`config.mk`:
```
export PLATFORM = sky130hd
export DESIGN_NAME = msc_cell
export DESIGN_NICKNAME = d
export VERILOG_FILES = /design/src/rtl/msc_pkg.sv /design/src/rtl/msc_cell.sv
export SDC_FILE = /design/constraint.sdc
export NUM_CORES = 1
export LEC_CHECK = 0
export BUFFER_PORTS_ARGS = -buffer_cell sky130_fd_sc_hd__buf_2
export CORE_AREA = 3 3 333 335
export DETAILED_ROUTE_END_ITERATION = 6
export DIE_AREA = 0 0 336 338
export GPL_TIMING_DRIVEN = 1
export SLEW_MARGIN = 20
export SYNTH_ARGS = -nofsm -noshare
export SYNTH_HDL_FRONTEND = slang
export SYNTH_SLANG_ARGS = --single-unit
```
`constraint.sdc`:
```
create_clock -name i_clk -period 10.8 [get_ports i_clk]
set_clock_uncertainty 0.05 [all_clocks]
set_input_delay 0.54 -clock i_clk [delete_from_list [all_inputs] [get_ports i_clk]]
set_output_delay 0.54 -clock i_clk [all_outputs]
set_load 0.1 [all_outputs]
```
`src/rtl/msc_pkg.sv`:
```
// ----------------------------------------------------------------------------
// Mass-spring chain package
// Shared widths, register indexes, the saturation and floor helpers and cell types.
// ----------------------------------------------------------------------------
`timescale 1ns / 1ps
package msc_pkg;
    localparam int Particles = 4;
    localparam int IdxW = 2;
    localparam int CfgIdxW = 3;

    localparam logic [CfgIdxW-1:0] CFG_GRAVITY = 3'd0;
    localparam logic [CfgIdxW-1:0] CFG_DRAG = 3'd1;
    localparam logic [CfgIdxW-1:0] CFG_REST = 3'd2;
    localparam logic [CfgIdxW-1:0] CFG_STIFF = 3'd3;
    localparam logic [CfgIdxW-1:0] CFG_MASK = 3'd4;

    typedef logic signed [31:0] t_word;
    typedef struct packed {
        t_word x;
        t_word y;
        t_word z;
    } t_vec;

    // Signed value of up to 96 bits saturated to 32 bits.
    function automatic t_word sat32(input logic signed [95:0] v);
        t_word r;
        if (v > 96'sh7FFFFFFF) begin
            r = 32'sh7FFFFFFF;
        end else if (v < -96'sh80000000) begin
            r = 32'sh80000000;
        end else begin
            r = v[31:0];
        end
        return r;
    endfunction

    // floor(v / 2^16) as an arithmetic shift.
    function automatic logic signed [95:0] floor16(input logic signed [95:0] v);
        return v >>> 16;
    endfunction
endpackage

```
`src/rtl/msc_cell.sv`:
```
// ----------------------------------------------------------------------------
// Particle cell
// Holds one particle's position, velocity and force and shifts them along the
// chain, so the spring unit always sees the two cells at the head.
// ----------------------------------------------------------------------------
`timescale 1ns / 1ps
module msc_cell import msc_pkg::*; (
    input  logic i_clk,
    input  logic i_load,
    input  t_vec i_load_pos,
    input  t_vec i_load_vel,
    input  logic i_shift,
    input  t_vec i_pos,
    input  t_vec i_vel,
    input  t_vec i_frc,
    input  logic i_frc_we,
    input  t_vec i_frc_new,
    output t_vec o_pos,
    output t_vec o_vel,
    output t_vec o_frc
);
    t_vec r_pos, r_vel, r_frc;

    always_ff @(posedge i_clk) begin
        if (i_shift) begin
            r_pos <= i_pos;
            r_vel <= i_vel;
            r_frc <= i_frc;
        end else begin
            if (i_load) begin
                r_pos <= i_load_pos;
                r_vel <= i_load_vel;
            end
            if (i_frc_we) begin
                r_frc <= i_frc_new;
            end
        end
    end

    assign o_pos = r_pos;
    assign o_vel = r_vel;
    assign o_frc = r_frc;
endmodule

```
# After elaboration in Yosys (flattened, before gate mapping)
# Index checks and enable logic that the tools add are counted.
# W data, S select, Z words.
dict set report op_classes {
  n_reduce_logical 2
  mux 6
}
# op count
set op_table {}
lappend op_table {{$mux W96} 6}
lappend op_table {{$reduce_bool A2 Y1} 2}
dict set report word_totals {
  output_inout_bits 288
  regBits 288
}

# Logic depth before layout (Yosys ltp)
dict set report depth {
  word_depth 2
  ltp_mapped 4
  mapped_depth_nobuf 1
}

# Worst setup path after synthesis
# OpenSTA, ideal clock, no wires.
dict set report synth_path {
  kind {input to register}
  start {input port i_shift}
  end {register r_pos (netlist bit o_pos[0]) (enable)}
  required_time_ns 10.278
  cell_stages 4
  n_path_buf 3
  path_slack_ns 6.941
  arrival_ns 3.337
  setup_ns 0.472
  path_cell_list {buf_4 > buf_6 > buf_6 > or2_2}
}
dict set report synth_between {
  elab_chain_len 1
}
# item line_no
set synth_lines {}
lappend synth_lines {{start, declared} msc_cell.sv:12} ;# input logic i_shift,
lappend synth_lines {{$reduce_bool A2 Y1 (no source line)} --}
lappend synth_lines {{end signal, assigned} msc_cell.sv:26} ;# r_pos <= i_pos;
lappend synth_lines {{end signal, assigned} msc_cell.sv:31} ;# r_pos <= i_load_pos;
lappend synth_lines {{end, declared} msc_cell.sv:22} ;# t_vec r_pos, r_vel, r_frc;
# No other way between the ends.
# A chain may end at the register's enable or synchronous reset.

# Final worst setup path
dict set report layout_path {
  start {input port i_shift}
  end {register r_pos (netlist bit o_pos[30]) (enable)}
}
# Same word-level chain as after synthesis.

==> metrics.log <==
[metrics] result of the run: completed
[metrics] launch instance of the worst min-delay path: i_vel[23]
[metrics] Comb power frac: 34.5%
[metrics] buffers inserted during post-CTS setup optimization: 0
[metrics] power after layout: just over 4 mW
[metrics] core box area: between 0.1 and 0.15 mm2
[metrics] Worst path max stage delay: roughly 0.9 ns
[metrics] total of buffers placed on input and output ports: roughly 870
[metrics] Initial Util: between 10% and 20%
[metrics] Post-Route WL: 65900 um
[metrics] internal power component: ~2.3 mW
[metrics] cell family with the largest share of critical-path delay: buffers and inverters
[metrics] total of max-cap violations: 0
[metrics] level count of the clock H-tree: 2
[metrics] switch share: 42.1%
[metrics] count of yosys warnings during synthesis: 0
[metrics] worst hold path cell count: 2
[metrics] final slew viol count: 0
[metrics] kind of capture point of the worst setup path: flip-flop
[metrics] #FFs+latches synth: around 290
[metrics] static power due to leakage: 8.50 nW
[metrics] signal arrival time at the worst endpoint: about 3.0 ns
[metrics] Top cell by count, worst path: sky130_fd_sc_hd__buf_4
[metrics] clock net sink count: 288
[metrics] number of CTS-inserted buffers: 37
[metrics] Clock Root Buffer: sky130_fd_sc_hd__clkbuf_16
[metrics] overflow left after global routing: 0
[metrics] most frequent cells in the layout: sky130_fd_sc_hd__buf_2, sky130_fd_sc_hd__edfxtp_1, sky130_fd_sc_hd__mux2_2
[metrics] DRT Pass-1 Iters: 4
[metrics] Die Footprint: approximately 0.11 mm2
[metrics] number of hold buffers added after CTS: 0
[metrics] cell count after synthesis: 610
[metrics] worst min-delay path category: input port to flip-flop
[metrics] wire length of the first global-routing pass: 80700 um
[metrics] antenna-violating nets left: 0
[metrics] All-Layer GR Usage: 10.8%
[metrics] number of buffer and inverter stages on the critical path: 3
[metrics] part of the total power dissipated in the clock network: between 30% and 40%
[metrics] number of fill cells: about 12000
[metrics] detail-routed net length per standard cell: between 20 and 25 um
[metrics] number of buffers on the longest clock path: 3
[metrics] via count: about 9200
[metrics] num ports: 868
[metrics] die width: roughly 340 um
[metrics] terminating pin of the worst hold path: o_vel[23]
[metrics] detailed-route DRC error count: 0
[metrics] biggest area contributors in the synthesized netlist: sky130_fd_sc_hd__edfxtp_1, sky130_fd_sc_hd__mux2_2, sky130_fd_sc_hd__mux2_4, sky130_fd_sc_hd__buf_6, sky130_fd_sc_hd__buf_2
[metrics] CP max stage cell: sky130_fd_sc_hd__buf_4
[metrics] Synth area leader: sky130_fd_sc_hd__edfxtp_1
[metrics] TritonCTS clock tree: done
[metrics] Final Critical Period: 2.86 ns
[metrics] ratio of final minimum period to clock period: between 20% and 30%
[metrics] Starting DRT DRC Count: around 450
[metrics] count of nets after finishing: a little over 2000
[metrics] startpoint kind of the worst setup timing path: input port
[metrics] Worst VDD drop: ~0.12 mV
[metrics] count of different cell masters after synthesis: 7
[metrics] slew at the pin with the worst max-slew slack: between 1 and 1.5 ns
[metrics] proportion of netlist area held by the largest area contributor: between 60% and 70%
[metrics] post-detail-place hpwl: roughly 55000 um
[metrics] setup violation total in the final timing report: 0
[metrics] relative area change from synthesis to final layout: 57.1%
[metrics] sequential share of the synthesized area: 69.2%
[metrics] layout cells sized above 1: 79.9%
[metrics] average cell area after synthesis: roughly 20 um2
[metrics] weighted congestion reported at the end of routability-driven placement: a little over 0.8
[metrics] crit path cell chain: buf_8 -> buf_4 -> or2_4 -> buf_4
[metrics] leading cell type in the layout, fill and taps excluded: sky130_fd_sc_hd__buf_2
[metrics] Die Y-Extent: about 340 um
[metrics] total number of placement rows: ~120
[metrics] NetSw: 1.69 mW
[metrics] final hold violations: 0
[metrics] sequential share of power: a little over a third
[metrics] RSZ-0062 raised after global routing: no
[metrics] pin count of the biggest net entering global routing: about 120
[metrics] initial antenna violation count: 23
[metrics] net count after synthesis: 1190
[metrics] count of instances resized after the clock tree is built: 0
[metrics] worst slew margin relative to its limit: 24.5%
[metrics] vias per std cell: 3.14
[metrics] mapped cell area: 0.0125 mm2
[metrics] top achievable clock speed: around 350 MHz
[metrics] Setup Crit Path Kind: input port to flip-flop
[metrics] largest driver fanout on the critical path: 78
[metrics] setup TNS after final layout: 0 ns
[metrics] CP required: between 10 and 15 ns
[metrics] clock-pin transition on the worst setup and hold timing paths: roughly 0.060 ns
[metrics] PwrDens: 205 mW/mm2
[metrics] via count of the first global-routing pass: around 9000
## through the flow
step / hold slack (ns) / instances / area [um2] / util, % / setup slack [ns]
after floorplan: 0.707 / 610 / 12500 / - / 6.94
after global placement: 0.791 / 2865 / 18500 / 17.0 / 7.30
after detailed placement: 0.793 / 2865 / 18500 / 17.0 / 7.24
after CTS: 0.141 / 2931 / 19600 / 18.1 / 7.88
after global routing: 0.164 / 2931 / 19600 / 18.1 / 7.77
final: 0.221 / 2939 / 19600 / 18.1 / 7.94
## kinds of logic (layout without fill, tap and decap cells)
group	Yosys count	in the layout	share of synthesized area, %
buffers and inverters	32	939	1.85
DFF	288	288	69.2
muxes	288	288	28.9
other	0	8	0
and+or+nand+nor	2	2	0.100
## flip-flops by register name, summed over array words and instances (netlist names)
| name | count |
|---|---|
| o_vel | 96 |
| o_pos | 96 |
| o_frc | 96 |
## synthesized netlist by cell type
cell type                    n
sky130_fd_sc_hd__buf_6      11
sky130_fd_sc_hd__or2_2       2
sky130_fd_sc_hd__buf_2      20
sky130_fd_sc_hd__buf_4       1
sky130_fd_sc_hd__mux2_2    190
sky130_fd_sc_hd__edfxtp_1  288
sky130_fd_sc_hd__mux2_4     98
## final cells by class
type	instances	area, um2	area share [%]
clock buffer	48	1010	5.14
tap	1414	1770	9.01
sequential	288	8650	44.0
antenna	8	20.0	0.102
timing repair buffer	873	4420	22.5
clock inverter	18	144	0.733
multi-input combinational	290	3630	18.5
## how the worst max path moves through the flow
stage                     end  depth (start not counted)  slack [ns]     from
CTS                 o_vel[31]                          4        7.88  i_shift
finish              o_pos[30]                          4        7.94  i_shift
global route        o_pos[42]                          4        7.77  i_shift
floorplan            o_pos[0]                          4        6.94  i_shift
global placement    o_vel[64]                          4        7.30  i_shift
detailed placement  o_vel[64]                          4        7.24  i_shift
## metal layers
| layer | global-route usage, % | share of wire [%] | vias up |
|---|---|---|---|
| met2 | 17.7 | 47 | 561 |
| met3 | 4.91 | 11 | 76 |
| met5 | 0 | 0 | - |
| met1 | 12.9 | 40 | 4383 |
| li1 | - | - | 4194 |
| met4 | 2.18 | 1.7 | 0 |
## power by group through the flow
stage | Clock, mW | Combinational [mW] | Sequential (mW)
detailed placement | 0 | 1.41 | 1.44
finish | 1.21 | 1.39 | 1.42
CTS | 1.27 | 1.41 | 1.42
global route | 1.31 | 1.43 | 1.43
global placement | 0 | 1.41 | 1.44
floorplan | 0 | 0.145 | 2.33
(Power assumes the default switching activity.)
