<file path="src/rtl/msc_pkg.sv">
// ----------------------------------------------------------------------------
// Mass-spring chain package
// Shared widths, register indexes, the saturation and floor helpers and cell types.
// ----------------------------------------------------------------------------
`timescale 1ns / 1ps
package msc_pkg;
    localparam int Particles = 4;
    localparam int IdxW = 2;
    localparam int CfgIdxW = 3;

    localparam logic [CfgIdxW-1:0] CFG_GRAVITY = 3'd0;
    localparam logic [CfgIdxW-1:0] CFG_DRAG = 3'd1;
    localparam logic [CfgIdxW-1:0] CFG_REST = 3'd2;
    localparam logic [CfgIdxW-1:0] CFG_STIFF = 3'd3;
    localparam logic [CfgIdxW-1:0] CFG_MASK = 3'd4;

    typedef logic signed [31:0] t_word;
    typedef struct packed {
        t_word x;
        t_word y;
        t_word z;
    } t_vec;

    // Signed value of up to 96 bits saturated to 32 bits.
    function automatic t_word sat32(input logic signed [95:0] v);
        t_word r;
        if (v > 96'sh7FFFFFFF) begin
            r = 32'sh7FFFFFFF;
        end else if (v < -96'sh80000000) begin
            r = 32'sh80000000;
        end else begin
            r = v[31:0];
        end
        return r;
    endfunction

    // floor(v / 2^16) as an arithmetic shift.
    function automatic logic signed [95:0] floor16(input logic signed [95:0] v);
        return v >>> 16;
    endfunction
endpackage

</file>
<file path="src/rtl/msc_sqrt.sv">
// ----------------------------------------------------------------------------
// Iterative square root
// Restoring integer square root of a 66-bit value, one result bit per cycle.
// ----------------------------------------------------------------------------
`timescale 1ns / 1ps
module msc_sqrt import msc_pkg::*; (
    input  logic        i_clk,
    input  logic        i_rst_n,
    input  logic        i_start,
    input  logic [65:0] i_val,
    output logic        o_done,
    output logic [32:0] o_root
);
    logic [65:0] r_rem;
    logic [32:0] r_root;
    logic [65:0] r_val;
    logic [5:0]  r_cnt;
    logic        r_busy;
    logic [67:0] trial;
    logic [67:0] rem_sh;

    always_comb begin
        rem_sh = {r_rem, r_val[65:64]};
        trial = {33'd0, r_root, 2'b01};
    end

    always_ff @(posedge i_clk) begin
        if (!i_rst_n) begin
            r_busy <= 1'b0;
            o_done <= 1'b0;
        end else begin
            o_done <= 1'b0;
            if (i_start) begin
                r_busy <= 1'b1;
                r_rem <= '0;
                r_root <= '0;
                r_val <= i_val;
                r_cnt <= 6'd0;
            end else if (r_busy) begin
                r_val <= {r_val[63:0], 2'b00};
                if (rem_sh >= trial) begin
                    r_rem <= 66'(rem_sh - trial);
                    r_root <= {r_root[31:0], 1'b1};
                end else begin
                    r_rem <= rem_sh[65:0];
                    r_root <= {r_root[31:0], 1'b0};
                end
                r_cnt <= r_cnt + 6'd1;
                if (r_cnt == 6'd32) begin
                    r_busy <= 1'b0;
                    o_done <= 1'b1;
                end
            end
        end
    end

    assign o_root = r_root;
endmodule

</file>
<file path="config.mk">
export PLATFORM = sky130hd
export DESIGN_NAME = msc_sqrt
export DESIGN_NICKNAME = d
export VERILOG_FILES = /design/src/rtl/msc_pkg.sv /design/src/rtl/msc_sqrt.sv
export SDC_FILE = /design/constraint.sdc
export NUM_CORES = 1
export LEC_CHECK = 0
export BUFFER_PORTS_ARGS = -buffer_cell sky130_fd_sc_hd__buf_2
export CORE_MARGIN = 2
export CORE_UTILIZATION = 31
export CTS_CLUSTER_SIZE = 8
export DETAILED_ROUTE_END_ITERATION = 10
export GPL_ROUTABILITY_DRIVEN = 0
export HOLD_SLACK_MARGIN = 0.03
export PLACE_DENSITY = 0.51
export SLEW_MARGIN = 20
export SYNTH_ARGS = -nofsm -noshare
export SYNTH_HDL_FRONTEND = slang
export SYNTH_SLANG_ARGS = --single-unit
</file>
<file path="constraint.sdc">
create_clock -name i_clk -period 7.2 [get_ports i_clk]
set_clock_uncertainty 0.1 [all_clocks]
set_input_delay 0.36 -clock i_clk [delete_from_list [all_inputs] [get_ports i_clk]]
set_output_delay 0.36 -clock i_clk [all_outputs]
set_load 0.01 [all_outputs]
</file>
Yosys cells after proc, flatten, opt, wreduce, memory -nomap -nowiden:

Index checks and enable logic that the tools add are counted.
Widths: inputs -> output; s select.

* register bits: 173
* bits in latches: 0
* memory bits (writable): 0
* ROM bits: 0
* bits of input ports: 69
* word-level logic and storage cells: 26
* memories: 0

* add/subtract/negate cells: 2
* multipliers: 0
* div/mod/pow operators: 0
* order comparisons: 1
* equal/unequal tests: 1
* shift-type cells: 0
* multiplexer cells: 11
* bitwise gates (word level): 2
* reduce and logical (&&, ||, !) cells: 3

Operator list (number)
* $mux 66: 4
* $ge 68x35->1: 1
* $sub 66x35->66: 1
* $mux 33: 1
* $add 6x1->6 const B: 1
* $eq 6x6->1 const B: 1
* $mux 6: 1
* $mux 1: 5
* $reduce_or 3->1: 1
* $not 1->1: 2
* $reduce_and 2->1: 1
* $reduce_bool 2->1: 1

Depth between registers and ports, before layout:

* depth in word-level cells: 4
* gate-level depth with buffers: 13
* gate-level depth less buffers: 10

Worst setup path after synthesis:

OpenSTA, ideal clock, no wires.

* path type: input-to-reg
* from: in i_start
* to: reg r_root[0] (netlist: o_root[0]), enable pin
* arrival time: 4767 ps
* required time: 6553 ps
* setup slack: 1786 ps
* stages on the path: 3
* path buffers: 2
* cells stage by stage: clkbuf_1 -> clkbuf_1 -> o21a_1

* longest elaborated chain between the ends: 2

Ends and longest elaborated chain
* start, declared: RTL line msc_sqrt.sv:9 `input logic i_start,`
* $reduce_bool 2->1 (no source line)
* $reduce_and 2->1 (no source line)
* end signal, assigned: RTL line msc_sqrt.sv:43 `r_root <= {r_root[31:0], 1'b1};`
* end signal, assigned: RTL line msc_sqrt.sv:46 `r_root <= {r_root[31:0], 1'b0};`
* end, declared: RTL line msc_sqrt.sv:15 `logic [32:0] r_root;`

No other way between the ends.
A chain may end at the register's enable or synchronous reset.

Worst setup path after layout:

* from: reg r_rem[21]
* to: reg r_rem[57], data pin

* longest elaborated chain between the ends: 3

Ends and longest elaborated chain
* start, declared: RTL line msc_sqrt.sv:14 `logic [65:0] r_rem;`
* start signal, assigned: RTL line msc_sqrt.sv:42 `r_rem <= 66'(rem_sh - trial);`
* start signal, assigned: RTL line msc_sqrt.sv:45 `r_rem <= rem_sh[65:0];`
* $sub 66x35->66 or $ge 68x35->1 (tied branches): RTL line msc_sqrt.sv:42, msc_sqrt.sv:41
* $mux 66 (*): RTL line msc_sqrt.sv:41 `if (rem_sh >= trial) begin`
* $mux 66 (*): RTL line msc_sqrt.sv:39 `end else if (r_busy) begin`

Mark *: on every way between the ends. The rest lies on a longest branch, timed or not. The select of a mux whose other input is x is not followed.

==> reports/results.ini <==
[place]
port_buffers = 102
dp_hpwl_microns = 16700
dp.cells = 1402

[yosys]
synthAdderAreaFrac_pct = 4.62
synth_warnings = 0
synth_xor_area_share_pct = 2.80
syn_area_sq_um = 10000
yosysMostFrequentCell = edfxtp_1
synthMuxAreaShare_pct = 8.87
synth_top_family_by_area = simple AND/OR/NAND/NOR gates
ys_types = 52
ys_seq_area_share_pct = 51.7
synthTopCellsByArea = edfxtp_1, mux2_2, ha_1
synth_top_cell_area_share_pct = 51.3
postSynth.asyncResetShare_pct = 0
synth_compound_area_share_pct = 12.1
synth-simple-area-share_pct = 16.6
synth_edf_count = 171
synth_common_cells = edfxtp_1, nor2_1, mux2_2
ys_ff_latch = 173
netlist_instances = 935
avgSynthCellArea_sq_um = 10.7
ys.flop_type = edfxtp_1
syn_nets = 1041
synth_area_leader_cell = edfxtp_1

[global_route]
grt_start_max_net_pins = 130
grt_use_total_pct = 14.8
grt_pass1_vias = 7387
grt_pass1_wl_microns = 39300
antenna_found_initial = 4
overflow = 0

[setup_path]
critPathSlowestCell = a211oi_1
r2r_cells = 9
crit_end = r_rem[57]$_SDFFCE_PP0P_
path_cells = ha_1 -> a21oi_1 -> o21ai_0 -> a2111oi_0 -> nand4_1 -> a211oi_1 -> or3_1 -> a211oi_1 -> mux2_2
crit_type = reg -> reg
crit_fanout = 15
crit_path_start = r_rem[21]$_SDFFCE_PP0P_
reg2reg_setup_slack_ps = 3070
r2r-end = r_rem[57]$_SDFFCE_PP0P_
cp_common_cell = a211oi_1
worstPathArrival_ps = 4230
crit_required_ps = 7290
endpoint_kind = flop
cp-start-kind = flop
timing.rr.start = r_rem[21]$_SDFFCE_PP0P_
cpPeakStageDelay_ps = 710

[floorplanning]
num_rows = 65
start_util_pct = 31.6
fp.dieArea_sq_um = 33800
pin_count = 103
fp.dieW_microns = 184
core_sq_um = 31700
fp.dieH_microns = 184

[cts]
cts_resized = 0
clkSinkCount = 173
insertion_delay_ps = 450
cts_tree = built
clockRootBuffer = clkbuf_16
clockBufferDepth = 2
cts_setup_buffers = 0
clk_pin_slew_ps = 70
cts_hold_buf = 0
htree_levels = 4
cts_made_buffers = 17

[finish]
fin_cells = 1436
synthToLayoutAreaGrowth_pct = 15.3
fin_nets = 1125
fill_cells = 3189
drive_above_1_share_pct = 22.9
fin_util_pct = 36.4

[run_status]
outcome = complete, no violations

[routing]
drc = 0
via_per_inst = 5.16
wire_per_inst_microns = 16.8
vias = 7412
antenna_left = 0
dr.pass1.iters = 5
first_iter_violations = 535
wl_microns = 24100

[sta]
setup_viol = 0
hold_viol = 0
maxSlewHeadroom_pct = 31.0
tns_ps = 0
rsz0062_at_grt = false
tightest_slew_ps = 1030
fin_crit_ps = 4130
drv_slew = 0
whs_ps = 70.4
fmax_mhz = 242
fin_crit_sh_pct = 57.4

[power]
vdd_drop_max_uv = 158
p_per_area_nw_per_um2 = 236
p_leak_nw = 4.30
power_w = 0.00272

[run]
cap_violations = 0

[worst_hold_path]
hold_class = in -> reg

## kinds of logic after synthesis
logic type	Yosys count
AO/OA/AOI/OAI	193
XOR/XNOR	32
adder cells (fa/ha/maj)	37
buffers and inverters	89
flip-flops	173
multiplexers	79
AND/OR/NAND/NOR	332
## worst min-delay path by stage
| stage | start | to | slack, ps | cells past startpoint |
|---|---|---|---|---|
| 2_1_floorplan | r_busy$_SDFF_PN0_ | o_done$_SDFF_PP0_ | 320 | 2 |
| 3_3_place_gp | r_busy$_SDFF_PN0_ | o_done$_SDFF_PP0_ | 340 | 2 |
| 3_5_place_dp | r_busy$_SDFF_PN0_ | o_done$_SDFF_PP0_ | 350 | 2 |
| 4_1_cts | i_rst_n | o_done$_SDFF_PP0_ | 50 | 3 |
| 5_1_grt | i_rst_n | o_done$_SDFF_PP0_ | 70 | 3 |
| 6_report | i_rst_n | o_done$_SDFF_PP0_ | 70 | 3 |
## metrics by stage
stage	worst slack [ps]	cell area [sq um]
4_1_cts	3040	11500
6_report	3070	11500
5_1_grt	2660	11500
3_3_place_gp	3140	10900
3_5_place_dp	3070	10900
2_1_floorplan	1790	10000
## registers in the layout (all words and copies together) (netlist names)
signal  flops
r_busy      1
o_root     33
r_rem      66
r_cnt       6
o_done      1
r_val      66
## cells in the final DEF (no fill, tap or decap), types with 17 or more instances in the layout
| cell | count |
|---|---|
| ha_1 | 37 |
| mux2_2 | 78 |
| edfxtp_1 | 171 |
| buf_2 | 101 |
| inv_1 | 47 |
| nor2_1 | 98 |
| clkbuf_16 | 17 |
| nand3_1 | 24 |
| nor4_1 | 17 |
| nor3_1 | 18 |
| a21oi_1 | 72 |
| nor2b_1 | 17 |
| xnor2_1 | 21 |
| o21ai_0 | 28 |
| nand2_1 | 74 |
## layer usage
layer	part of all wire (%)	global-route usage (%)	up-vias
met3	8.0	5.17	28
li1	-	-	3655
met2	44	22.4	213
met1	47	19.5	3512
met4	1.5	5.44	4
met5	0.11	0	-
## critical path: cells and delay by family (launching register included)
family,cells,cell delay [ps]
multiplexers,1,300
AO/OA/AOI/OAI,5,1830
flip-flops,1,420
AND/OR/NAND/NOR,2,840
adder cells (fa/ha/maj),1,400
## area by class of cell
class,count,area (sq um),area share (%)
diodes,2,5.00,0.0433
clock buffers,17,425,3.68
clock inverters,15,176,1.53
inverters,47,176,1.53
multi-input cells,673,4520,39.1
flip-flops and latches,173,5170,44.8
well taps,402,503,4.36
repair buffers,107,567,4.91
## power breakdown
group / total (W) / leakage (nW) / internal [W] / switching, W
logic: 0.000537 / 2.35 / 0.000217 / 0.000320
clock network: 0.000943 / 0.283 / 0.000495 / 0.000448
registers: 0.00125 / 1.67 / 0.00120 / 0.0000407
Power figures use the tool's default switching activity.
