### src/rtl/msc_pkg.sv
// ----------------------------------------------------------------------------
// Mass-spring chain package
// Shared widths, register indexes, the saturation and floor helpers and cell types.
// ----------------------------------------------------------------------------
`timescale 1ns / 1ps
package msc_pkg;
    localparam int Particles = 4;
    localparam int IdxW = 2;
    localparam int CfgIdxW = 3;

    localparam logic [CfgIdxW-1:0] CFG_GRAVITY = 3'd0;
    localparam logic [CfgIdxW-1:0] CFG_DRAG = 3'd1;
    localparam logic [CfgIdxW-1:0] CFG_REST = 3'd2;
    localparam logic [CfgIdxW-1:0] CFG_STIFF = 3'd3;
    localparam logic [CfgIdxW-1:0] CFG_MASK = 3'd4;

    typedef logic signed [31:0] t_word;
    typedef struct packed {
        t_word x;
        t_word y;
        t_word z;
    } t_vec;

    // Signed value of up to 96 bits saturated to 32 bits.
    function automatic t_word sat32(input logic signed [95:0] v);
        t_word r;
        if (v > 96'sh7FFFFFFF) begin
            r = 32'sh7FFFFFFF;
        end else if (v < -96'sh80000000) begin
            r = 32'sh80000000;
        end else begin
            r = v[31:0];
        end
        return r;
    endfunction

    // floor(v / 2^16) as an arithmetic shift.
    function automatic logic signed [95:0] floor16(input logic signed [95:0] v);
        return v >>> 16;
    endfunction
endpackage

### src/rtl/msc_div.sv
// ----------------------------------------------------------------------------
// Iterative divider
// Signed numerator, scaled by 2^16, over an unsigned denominator, truncated toward zero, one quotient bit per cycle.
// ----------------------------------------------------------------------------
`timescale 1ns / 1ps
module msc_div import msc_pkg::*; (
    input  logic        i_clk,
    input  logic        i_rst_n,
    input  logic        i_start,
    input  t_word       i_num,
    input  logic [32:0] i_den,
    output logic        o_done,
    output logic signed [48:0] o_quot
);
    logic [47:0] r_num;
    logic [32:0] r_den;
    logic [47:0] r_q;
    logic [33:0] r_rem;
    logic        r_neg;
    logic        r_busy;
    logic [5:0]  r_cnt;
    logic [33:0] rem_sh;

    assign rem_sh = {r_rem[32:0], r_num[47]};

    always_ff @(posedge i_clk) begin
        if (!i_rst_n) begin
            r_busy <= 1'b0;
            o_done <= 1'b0;
        end else begin
            o_done <= 1'b0;
            if (i_start) begin
                r_busy <= 1'b1;
                r_neg <= i_num[31];
                r_num <= {(i_num[31] ? 32'(-i_num) : 32'(i_num)), 16'd0};
                r_den <= i_den;
                r_q <= '0;
                r_rem <= '0;
                r_cnt <= 6'd0;
            end else if (r_busy) begin
                r_num <= {r_num[46:0], 1'b0};
                if (rem_sh >= {1'b0, r_den}) begin
                    r_rem <= 34'(rem_sh - {1'b0, r_den});
                    r_q <= {r_q[46:0], 1'b1};
                end else begin
                    r_rem <= rem_sh;
                    r_q <= {r_q[46:0], 1'b0};
                end
                r_cnt <= r_cnt + 6'd1;
                if (r_cnt == 6'd47) begin
                    r_busy <= 1'b0;
                    o_done <= 1'b1;
                end
            end
        end
    end

    assign o_quot = r_neg ? -$signed({1'b0, r_q}) : $signed({1'b0, r_q});
endmodule

### config.mk
export PLATFORM = sky130hd
export DESIGN_NAME = msc_div
export DESIGN_NICKNAME = d
export VERILOG_FILES = /design/src/rtl/msc_pkg.sv /design/src/rtl/msc_div.sv
export SDC_FILE = /design/constraint.sdc
export NUM_CORES = 1
export LEC_CHECK = 0
export ABC_AREA = 1
export CAP_MARGIN = 20
export CORE_UTILIZATION = 55
export DETAILED_ROUTE_END_ITERATION = 10
export DONT_BUFFER_PORTS = 1
export GPL_TIMING_DRIVEN = 0
export PLACE_DENSITY_LB_ADDON = 0.25
export SLEW_MARGIN = 20
export SYNTH_ARGS = -nofsm -noshare
export SYNTH_HDL_FRONTEND = slang
export SYNTH_SLANG_ARGS = --single-unit
export TNS_END_PERCENT = 30
### constraint.sdc
create_clock -name i_clk -period 5.3 [get_ports i_clk]
set_input_delay 0.795 -clock i_clk [delete_from_list [all_inputs] [get_ports i_clk]]
set_output_delay 0.795 -clock i_clk [all_outputs]
set_load 0.01 [all_outputs]
### After elaboration in Yosys (flattened, before gate mapping)

Cells that the tools add are included.

* memory bits (writable): 0
* word-level logic and storage cells: 34
* bits in registers: 170
* bits of input ports: 68
* bits in latches: 0
* output and inout bits: 50
* memory bits (read-only): 0
* memories: 0

* $lt $le $gt $ge: 1
* eq/ne operators: 1
* multiply operators: 0
* add/sub/neg operators: 4
* reduce and logical (&&, ||, !) cells: 4
* mux-type cells: 13
* div/mod/pow operators: 0
* bitwise logic cells: 2
* shift operators: 0

Operators by type and width (number)
* 48-bit 2-to-1 mux: 3
* 33-bit 2-to-1 mux: 2
* 49-bit 2-to-1 mux: 1
* 48-bit negation with 49-bit output: 1
* 34-bit by 33-bit greater-or-equal comparator with 1-bit output: 1
* 33-bit subtractor: 1
* 32-bit 2-to-1 mux: 1
* 32-bit negation: 1
* 6-bit by 1-bit adder with 6-bit output (second input constant): 1
* 6-bit equality test (second input constant): 1
* 6-bit 2-to-1 mux: 1
* 1-bit 2-to-1 mux: 5
* 2-bit AND reduction: 2
* 3-bit OR reduction: 1
* 1-bit inverter: 2
* 2-bit nonzero test: 1

### Logic depth before layout (Yosys ltp)

Gate-level depths: netlist of the first run.

* depth in word-level cells: 4
* gate-level depth with buffers: 16
* gate-level depth less buffers: 16

### Least setup slack after synthesis of the first run

Ideal clock, no wire load.

* kind: input -> register
* start: in i_start
* end: reg r_cnt[0], enable pin
* data arrival time: 3.879 ns
* setup time: 0.482 ns
* path buffers: 2
* cell stages on the path: 4
* required time: 4.818 ns
* path slack: 0.939 ns
* cell sequence: clkbuf_1 -> clkbuf_1 -> nand2_1 -> nand2_1

* cells in the longest elaborated chain, start to end: 2

RTL lines
* start: declaration: line msc_div.sv:9 `input logic i_start,`
* 2-bit nonzero test (no source line)
* 2-bit AND reduction (no source line)
* end signal: assignment: line msc_div.sv:49 `r_cnt <= r_cnt + 6'd1;`
* end: declaration: line msc_div.sv:21 `logic [5:0] r_cnt;`

No other way between the ends.
A chain may end at the register's enable or synchronous reset.

### Worst setup path in the final report of the first run

* start: reg r_q[0]
* end: out o_quot[37]

* cells in the longest elaborated chain, start to end: 2

RTL lines
* start: declaration: line msc_div.sv:17 `logic [47:0] r_q;`
* start signal: assignment: line msc_div.sv:44 `r_q <= {r_q[46:0], 1'b1};`
* start signal: assignment: line msc_div.sv:47 `r_q <= {r_q[46:0], 1'b0};`
* 48-bit negation with 49-bit output: line msc_div.sv:58 `assign o_quot = r_neg ? -$signed({1'b0, r_q}) : $signed({1'b0, r_q});`
* 49-bit 2-to-1 mux: line msc_div.sv:58
* end: declaration: line msc_div.sv:13 `output logic signed [48:0] o_quot`

No other way between the ends.

==> results.py, run 1 <==
metrics = {
    "cells_and_area": {
        "layout_commonest_cell": "nand2_1",
        "fin_area_um2": 12400,
        "nFillCells": 1929,
        "area_delta_synth_final_pct": 8.95,
        "final_util": 0.613,
        "finalNetCount": 1732,
        "final_layout_size_suffix_gt1_frac": 0.0530,
        "layout_common_cells": "499 x nand2_1, 261 x inv_1, 257 x nor2_1, 153 x edfxtp_1, 87 x nand3_1",
    },
    "critical_path": {
        "criticalPathCategory": "register to output pin",
        "worstPathArrival_ns": 2.57,
        "critPathRequiredTime_ns": 4.51,
        "cp_max_fo": 6,
        "worst_setup_path_end_kind": "output pin",
        "worst_setup_path_start_kind": "register",
    },
    "clock_network": {
        "htree_levels": 4,
        "cts_made_buffers": 17,
        "cts_buffer_depth": 2,
        "clock_sinks": 155,
        "cts_tree": "done",
        "cts-root-buf": "clkbuf_16",
        "clkTransAtPathRegs_ns": 0.08,
        "clock_latency_ns": 0.44,
        "postCtsSetupBuffers": 0,
        "ctsHoldBuffers": 0,
        "cts-resized-gates": 0,
    },
    "place": {
        "post-place-ws_ns": 2.42,
        "dp_hpwl_um": 22400,
        "port_buffers": 0,
        "placed_area_um2": 11800,
        "place_congestion": 0.955,
    },
    "logic_synthesis": {
        "synth_area_um2": 11400,
        "ys_seq_area_frac": 0.406,
        "synth_area_leader_cell": "edfxtp_1",
        "synth_top_area_share": 0.402,
        "synth_area_leaders": "edfxtp_1 40%, nand2_1 16%, inv_1 8.6%",
        "synth.ff_latch_count": 155,
        "ys_types": 41,
        "synth_fp_nets": 1710,
        "avgSynthCellArea_um2": 7.12,
        "synth_cells": 1605,
        "yosys_warnings": 0,
    },
    "routing": {
        "vias": 10100,
        "ant_nets": 0,
        "via_per_inst": 5.26,
        "avgRoutedWirePerCell_um": 15.3,
        "drt_pre_antenna_iters": 5,
        "drc": 0,
        "routed_wirelength_um": 29300,
        "drtIter0Drc": 679,
    },
    "pwr": {
        "pwr-share-comb": 0.285,
        "leakage_nw": 6.03,
        "ir_drop_uv": 199,
        "power.density_nw_per_um2": 316,
        "internal_power_mw": 2.51,
        "clkPwrFrac": 0.317,
        "seq_power_share": 0.398,
        "switching_share": 0.362,
        "power.switching_mw": 1.42,
    },
    "global_routing": {
        "grtUsageTotal": 0.282,
        "grt_max_degree": 56,
        "grt_pass1_wl_um": 47500,
        "antenna_found_initial": 3,
        "grt_overflow": 0,
        "first_global_vias": 9988,
    },
    "min_path": {
        "hold_path.class": "input port to register",
    },
    "timing": {
        "fmax_mhz": 297,
        "maxSlewHeadroom": 0.472,
        "period_minus_slack_ns": 3.37,
        "slew_viol_final": 0,
        "grt_setup_unrepaired": "false",
        "hold_viol": 0,
        "finClkSkew_ns": 0.0142,
        "tightest_slew_ns": 0.784,
        "period_share": 0.635,
        "whs_ns": 0.441,
        "report.final.setup_viol": 0,
        "fin_ws_ns": 1.93,
    },
    "floorplan": {
        "die_area_um2": 21300,
        "core_region_area_um2": 20300,
        "die_x_um": 146,
        "start_util": 0.563,
        "die_h_um": 146,
        "num_rows": 52,
        "pin_count": 118,
    },
    "outcome": {
        "status": "complete, no violations",
    },
    "run": {
        "max-cap-violations": 0,
    },
}
-- layer usage --
metal	global-route usage	wire [um]
met1	0.334	12100
met3	0.0722	2120
met5	0	20
met4	0.123	1040
met2	0.483	14000
-- registers in the layout, indices dropped and copies added, names as in the netlist --
name and flops:
o_done 1, r_busy 1, r_cnt 6, r_den 33, r_neg 1, r_num 32
r_q 48, r_rem 33
-- cell families (layout without fill, tap and decap cells) --
kind of cell               after synthesis  in the layout  share of synthesized area
AOI/OAI and AO/OA                       86             86                     0.0405
xor gates and xnor gates                70             70                     0.0537
adders and majority gates               37             37                     0.0412
buffers and inverters                  303            338                      0.107
DFF                                    155            155                      0.406
other                                    0              1                          0
and+or+nand+nor                        954            954                      0.352
-- cells in the mapped netlist, drive strengths merged --
master,number
nand2,514
inv,266
nor2,265
edfxtp,153
nand3,89
xor2,63
o21ai,50
ha,36
nand3b,29
a21oi,26
nor3,22
buf,19
nand4,17
clkbuf,15
and2,10
xnor2,7
a31oi,6
or2,4
clkinv,3
nor4,3
a21o,2
dfxtp,2
o31ai,2
fa,1
nor3b,1
-- final cells by class --
cell class | instances | area (um2) | area share
diodes | 1 | 2.50 | 0.000201
plain buffers | 34 | 211 | 0.0170
clock buffers | 17 | 425 | 0.0342
clock inverters | 15 | 174 | 0.0140
inverters | 269 | 1010 | 0.0814
multi-input cells | 1147 | 5570 | 0.448
flip-flops and latches | 155 | 4630 | 0.372
well taps | 270 | 338 | 0.0272
repair buffers | 3 | 75.1 | 0.00603
-- path summary, 6_finish.rpt --
kind	start	to	slack (ns)	cells past startpoint
worst max register to register	r_num[47]	r_rem[15]	2.69	12
worst min-delay path	i_num[31]	r_neg	0.44	0
worst min register to register	r_num[43]	r_num[44]	0.53	2
worst max-delay path	r_q[0]	o_quot[37]	1.93	7
-- critical path, cell delays in order, from the launching register on --
cell	delay [ns]
edfxtp_1	0.44
nor3_1	0.37
nand2_1	0.16
nor2_1	0.21
nand3_1	0.25
nand2_1	0.28
nand3_1	0.13
xor2_1	0.28
-- stage by stage --
stage | std cells | TNS, ns | total power [mW]
final | 1911 | 0 | 3.93
after global routing | 1910 | 0 | 4.14
after CTS | 1910 | 0 | 3.93
after detailed placement | 1878 | 0 | 2.69
after global placement | 1875 | -62.33 | 2.67
after floorplan | 1605 | 0 | 2.43
-- power groups by stage --
stage | Combinational [mW] | Clock (mW) | Sequential (mW)
finish | 1.12 | 1.25 | 1.56
global route | 1.26 | 1.30 | 1.58
CTS | 1.11 | 1.26 | 1.56
detailed placement | 1.10 | 0 | 1.59
global placement | 1.07 | 0 | 1.60
floorplan | 0.849 | 0 | 1.58
Power figures use the tool's default switching activity.
==> run 2: changes to the inputs <==
ABC_AREA = 0   (was 1)
clock period = 3 ns   (was 5.3 ns; I/O delays follow)
==> results.py, run 2 <==
metrics = {
    "routing": {
        "drtIter0Drc": 701,
        "routed_wirelength_um": 23300,
        "drt_pre_antenna_iters": 5,
        "vias": 7465,
        "via_per_inst": 6.09,
        "drc": 0,
        "ant_nets": 0,
        "avgRoutedWirePerCell_um": 19.0,
    },
    "logic_synthesis": {
        "synth.area.mux_share": 0.0342,
        "yosys-top-cells-count": "153 x edfxtp_1, 96 x nor2_1, 63 x xnor2_1, 62 x a21oi_1, 54 x inv_1",
        "synth-edff-count": 153,
        "synth_area_um2": 9510,
        "synth-compound-area-share": 0.135,
        "yosys_warnings": 0,
        "synth_fp_nets": 1028,
        "synth_cells": 923,
        "synthAdderAreaFrac": 0.0494,
        "synthMostInstantiatedCell": "edfxtp_1",
        "synth_area_leaders": "edfxtp_1 48%, xnor2_1 5.8%, ha_1 4.7%",
        "ys_seq_area_frac": 0.487,
        "synth_xor_area_frac": 0.0939,
        "synth_area_leader_cell": "edfxtp_1",
        "yosys.area_share.simple": 0.164,
        "ys_async_sr_fraction": 0,
        "synth.ff_latch_count": 155,
        "synth_top_area_share": 0.483,
        "synthFlopType": "edfxtp_1",
        "ys_types": 61,
        "synth_top_family_by_area": "simple AND/OR/NAND/NOR gates",
        "avgSynthCellArea_um2": 10.3,
    },
    "floorplan": {
        "pin_count": 118,
        "core_region_area_um2": 16800,
        "die_area_um2": 17800,
        "die_x_um": 134,
        "die_h_um": 134,
        "num_rows": 47,
        "start_util": 0.568,
    },
    "outcome": {
        "violations": "setup timing",
        "status": "finished, violations left",
    },
    "timing": {
        "finClkSkew_ns": 0.0202,
        "tightest_slew_ns": 1.02,
        "report.final.setup_viol": 39,
        "fin_ws_ns": -0.909,
        "grt_setup_unrepaired": "true",
        "hold_viol": 0,
        "period_minus_slack_ns": 3.91,
        "maxSlewHeadroom": 0.323,
        "period_share": 1.30,
        "slew_viol_final": 0,
        "fmax_mhz": 256,
    },
    "critical_path": {
        "criticalPathCategory": "register to output pin",
        "cp_max_fo": 4,
        "worstPathArrival_ns": 3.46,
        "worst_setup_path_end_kind": "output pin",
        "slowest_delay_ns": 0.56,
        "crit_path_frequent_cell": "or4_4",
        "cp_cell_sequence": "or4_4, or4_4, or4_4, or3_4, inv_4, nand3_4, o41ai_4, xnor2_2",
        "critPathRequiredTime_ns": 2.55,
        "worst_setup_path_start_kind": "register",
        "slowest_stage": "or4_4",
    },
    "place": {
        "post-place-ws_ns": -1.07,
        "dp_hpwl_um": 14900,
        "port_buffers": 0,
        "placed_area_um2": 9870,
        "dpl.cell_count": 1146,
        "place_congestion": 0.938,
    },
    "clock_network": {
        "cts_buffer_depth": 2,
        "clock_sinks": 155,
        "clkTransAtPathRegs_ns": 0.07,
        "ctsHoldBuffers": 0,
        "cts_tree": "done",
        "htree_levels": 4,
        "cts_made_buffers": 17,
        "cts-root-buf": "clkbuf_16",
        "clock_latency_ns": 0.44,
    },
    "cells_and_area": {
        "top_regs": "r_q x48, r_den x33, r_rem x33",
        "fin_area_um2": 11500,
        "top_register": "r_q",
        "layout_common_cells": "153 x edfxtp_1, 93 x nor2_1, 56 x a21oi_1, 53 x inv_1, 49 x nor2b_1",
        "layout_commonest_cell": "edfxtp_1",
        "finalNetCount": 1097,
        "multi_input_area_um2": 5190,
        "nFillCells": 1229,
        "antenna_cells": 0,
        "area_delta_synth_final_pct": 21.4,
        "largest_reg_flops": 48,
        "final_cells": 1225,
        "seqCellArea_um2": 4630,
        "final_layout_size_suffix_gt1_frac": 0.189,
    },
    "global_routing": {
        "first_global_vias": 7221,
        "grt_overflow": 0,
        "grtUsageTotal": 0.259,
        "antenna_found_initial": 0,
        "grt_pass1_wl_um": 36400,
        "grt_max_degree": 52,
    },
    "pwr": {
        "ir_drop_uv": 457,
        "leakage_nw": 4.35,
        "power.density_nw_per_um2": 559,
    },
    "run": {
        "max-cap-violations": 0,
    },
    "min_path": {
        "hold_path.class": "input port to register",
    },
}
run 2: changes by cell type after synthesis, moves of 28 or more:
cell	change
nand3_1	-68
inv_1	-208
a21oi_1	+37
nor2_1	-161
nand2_1	-447
xnor2_1	+56
nor2b_1	+49
mux2i_1	+28
run 2: per-stage QoR:
| step | hold WS [ns] | utilization | TNS, ns | power, mW |
|---|---|---|---|---|
| after floorplan | 0.422 | - | -6.27 | 3.74 |
| after global placement | 0.443 | 0.584 | -162.14 | 4.00 |
| after detailed placement | 0.457 | 0.589 | -31.78 | 4.03 |
| after CTS | 0.0988 | 0.666 | -16.04 | 6.36 |
| after global routing | 0.0999 | 0.689 | -20.23 | 6.72 |
| final | 0.103 | 0.689 | -16.46 | 6.46 |
run 2: cell type report:
type                    instances  share of cell area
repair buffers                 50              0.0399
clock buffers                  19              0.0375
inverters                      55              0.0181
multi-input cells             677               0.450
well taps                     220              0.0238
flip-flops and latches        155               0.401
plain buffers                  36              0.0170
clock inverters                13              0.0125
run 2: timing repair:
item,4_1_cts,5_1_grt
pin swaps,39,31
gates cloned,1,0
setup endpoints to repair,68,68
setup buffers,36,10
gates resized for setup,87,67
run 2: cells by family after synthesis:
kind of cell    after synthesis
flops                       155
mux                          32
xor+xnor                    102
compound gates              200
fa+ha+maj                    37
simple gates                306
buf+inv                      91
run 2: path summary, 6_finish.rpt:
check	depth (start not counted)	to	slack (ns)	startpoint
min	0	r_neg	0.10	i_num[31]
max	8	o_quot[46]	-0.91	r_q[21]
max reg2reg	14	r_rem[22]	-0.18	r_num[47]
min reg2reg	2	o_done	0.47	r_busy
run 2: per-layer routing:
metal  track usage  vias to the layer above  wire, um
met3        0.0460                       47      1360
met1         0.360                     3641     10300
met4        0.0972                        0       572
met5             0                        -         0
li1              -                     3515         -
met2         0.405                      262     11000
run 2: report_power, final:
group	total, mW	internal [mW]	switching [mW]	leakage (nW)
logic	1.61	0.697	0.913	2.59
clock network	2.14	1.23	0.915	0.272
registers	2.71	2.59	0.113	1.49
total	6.46	4.52	1.94	4.35
run 2: worst max-delay path: cells and delay by family (launching register included):
| family | cells | cell delay (ns) |
|---|---|---|
| xor+xnor | 1 | 0.20 |
| buf+inv | 1 | 0.08 |
| simple gates | 5 | 1.98 |
| flops | 1 | 0.41 |
| compound gates | 1 | 0.35 |
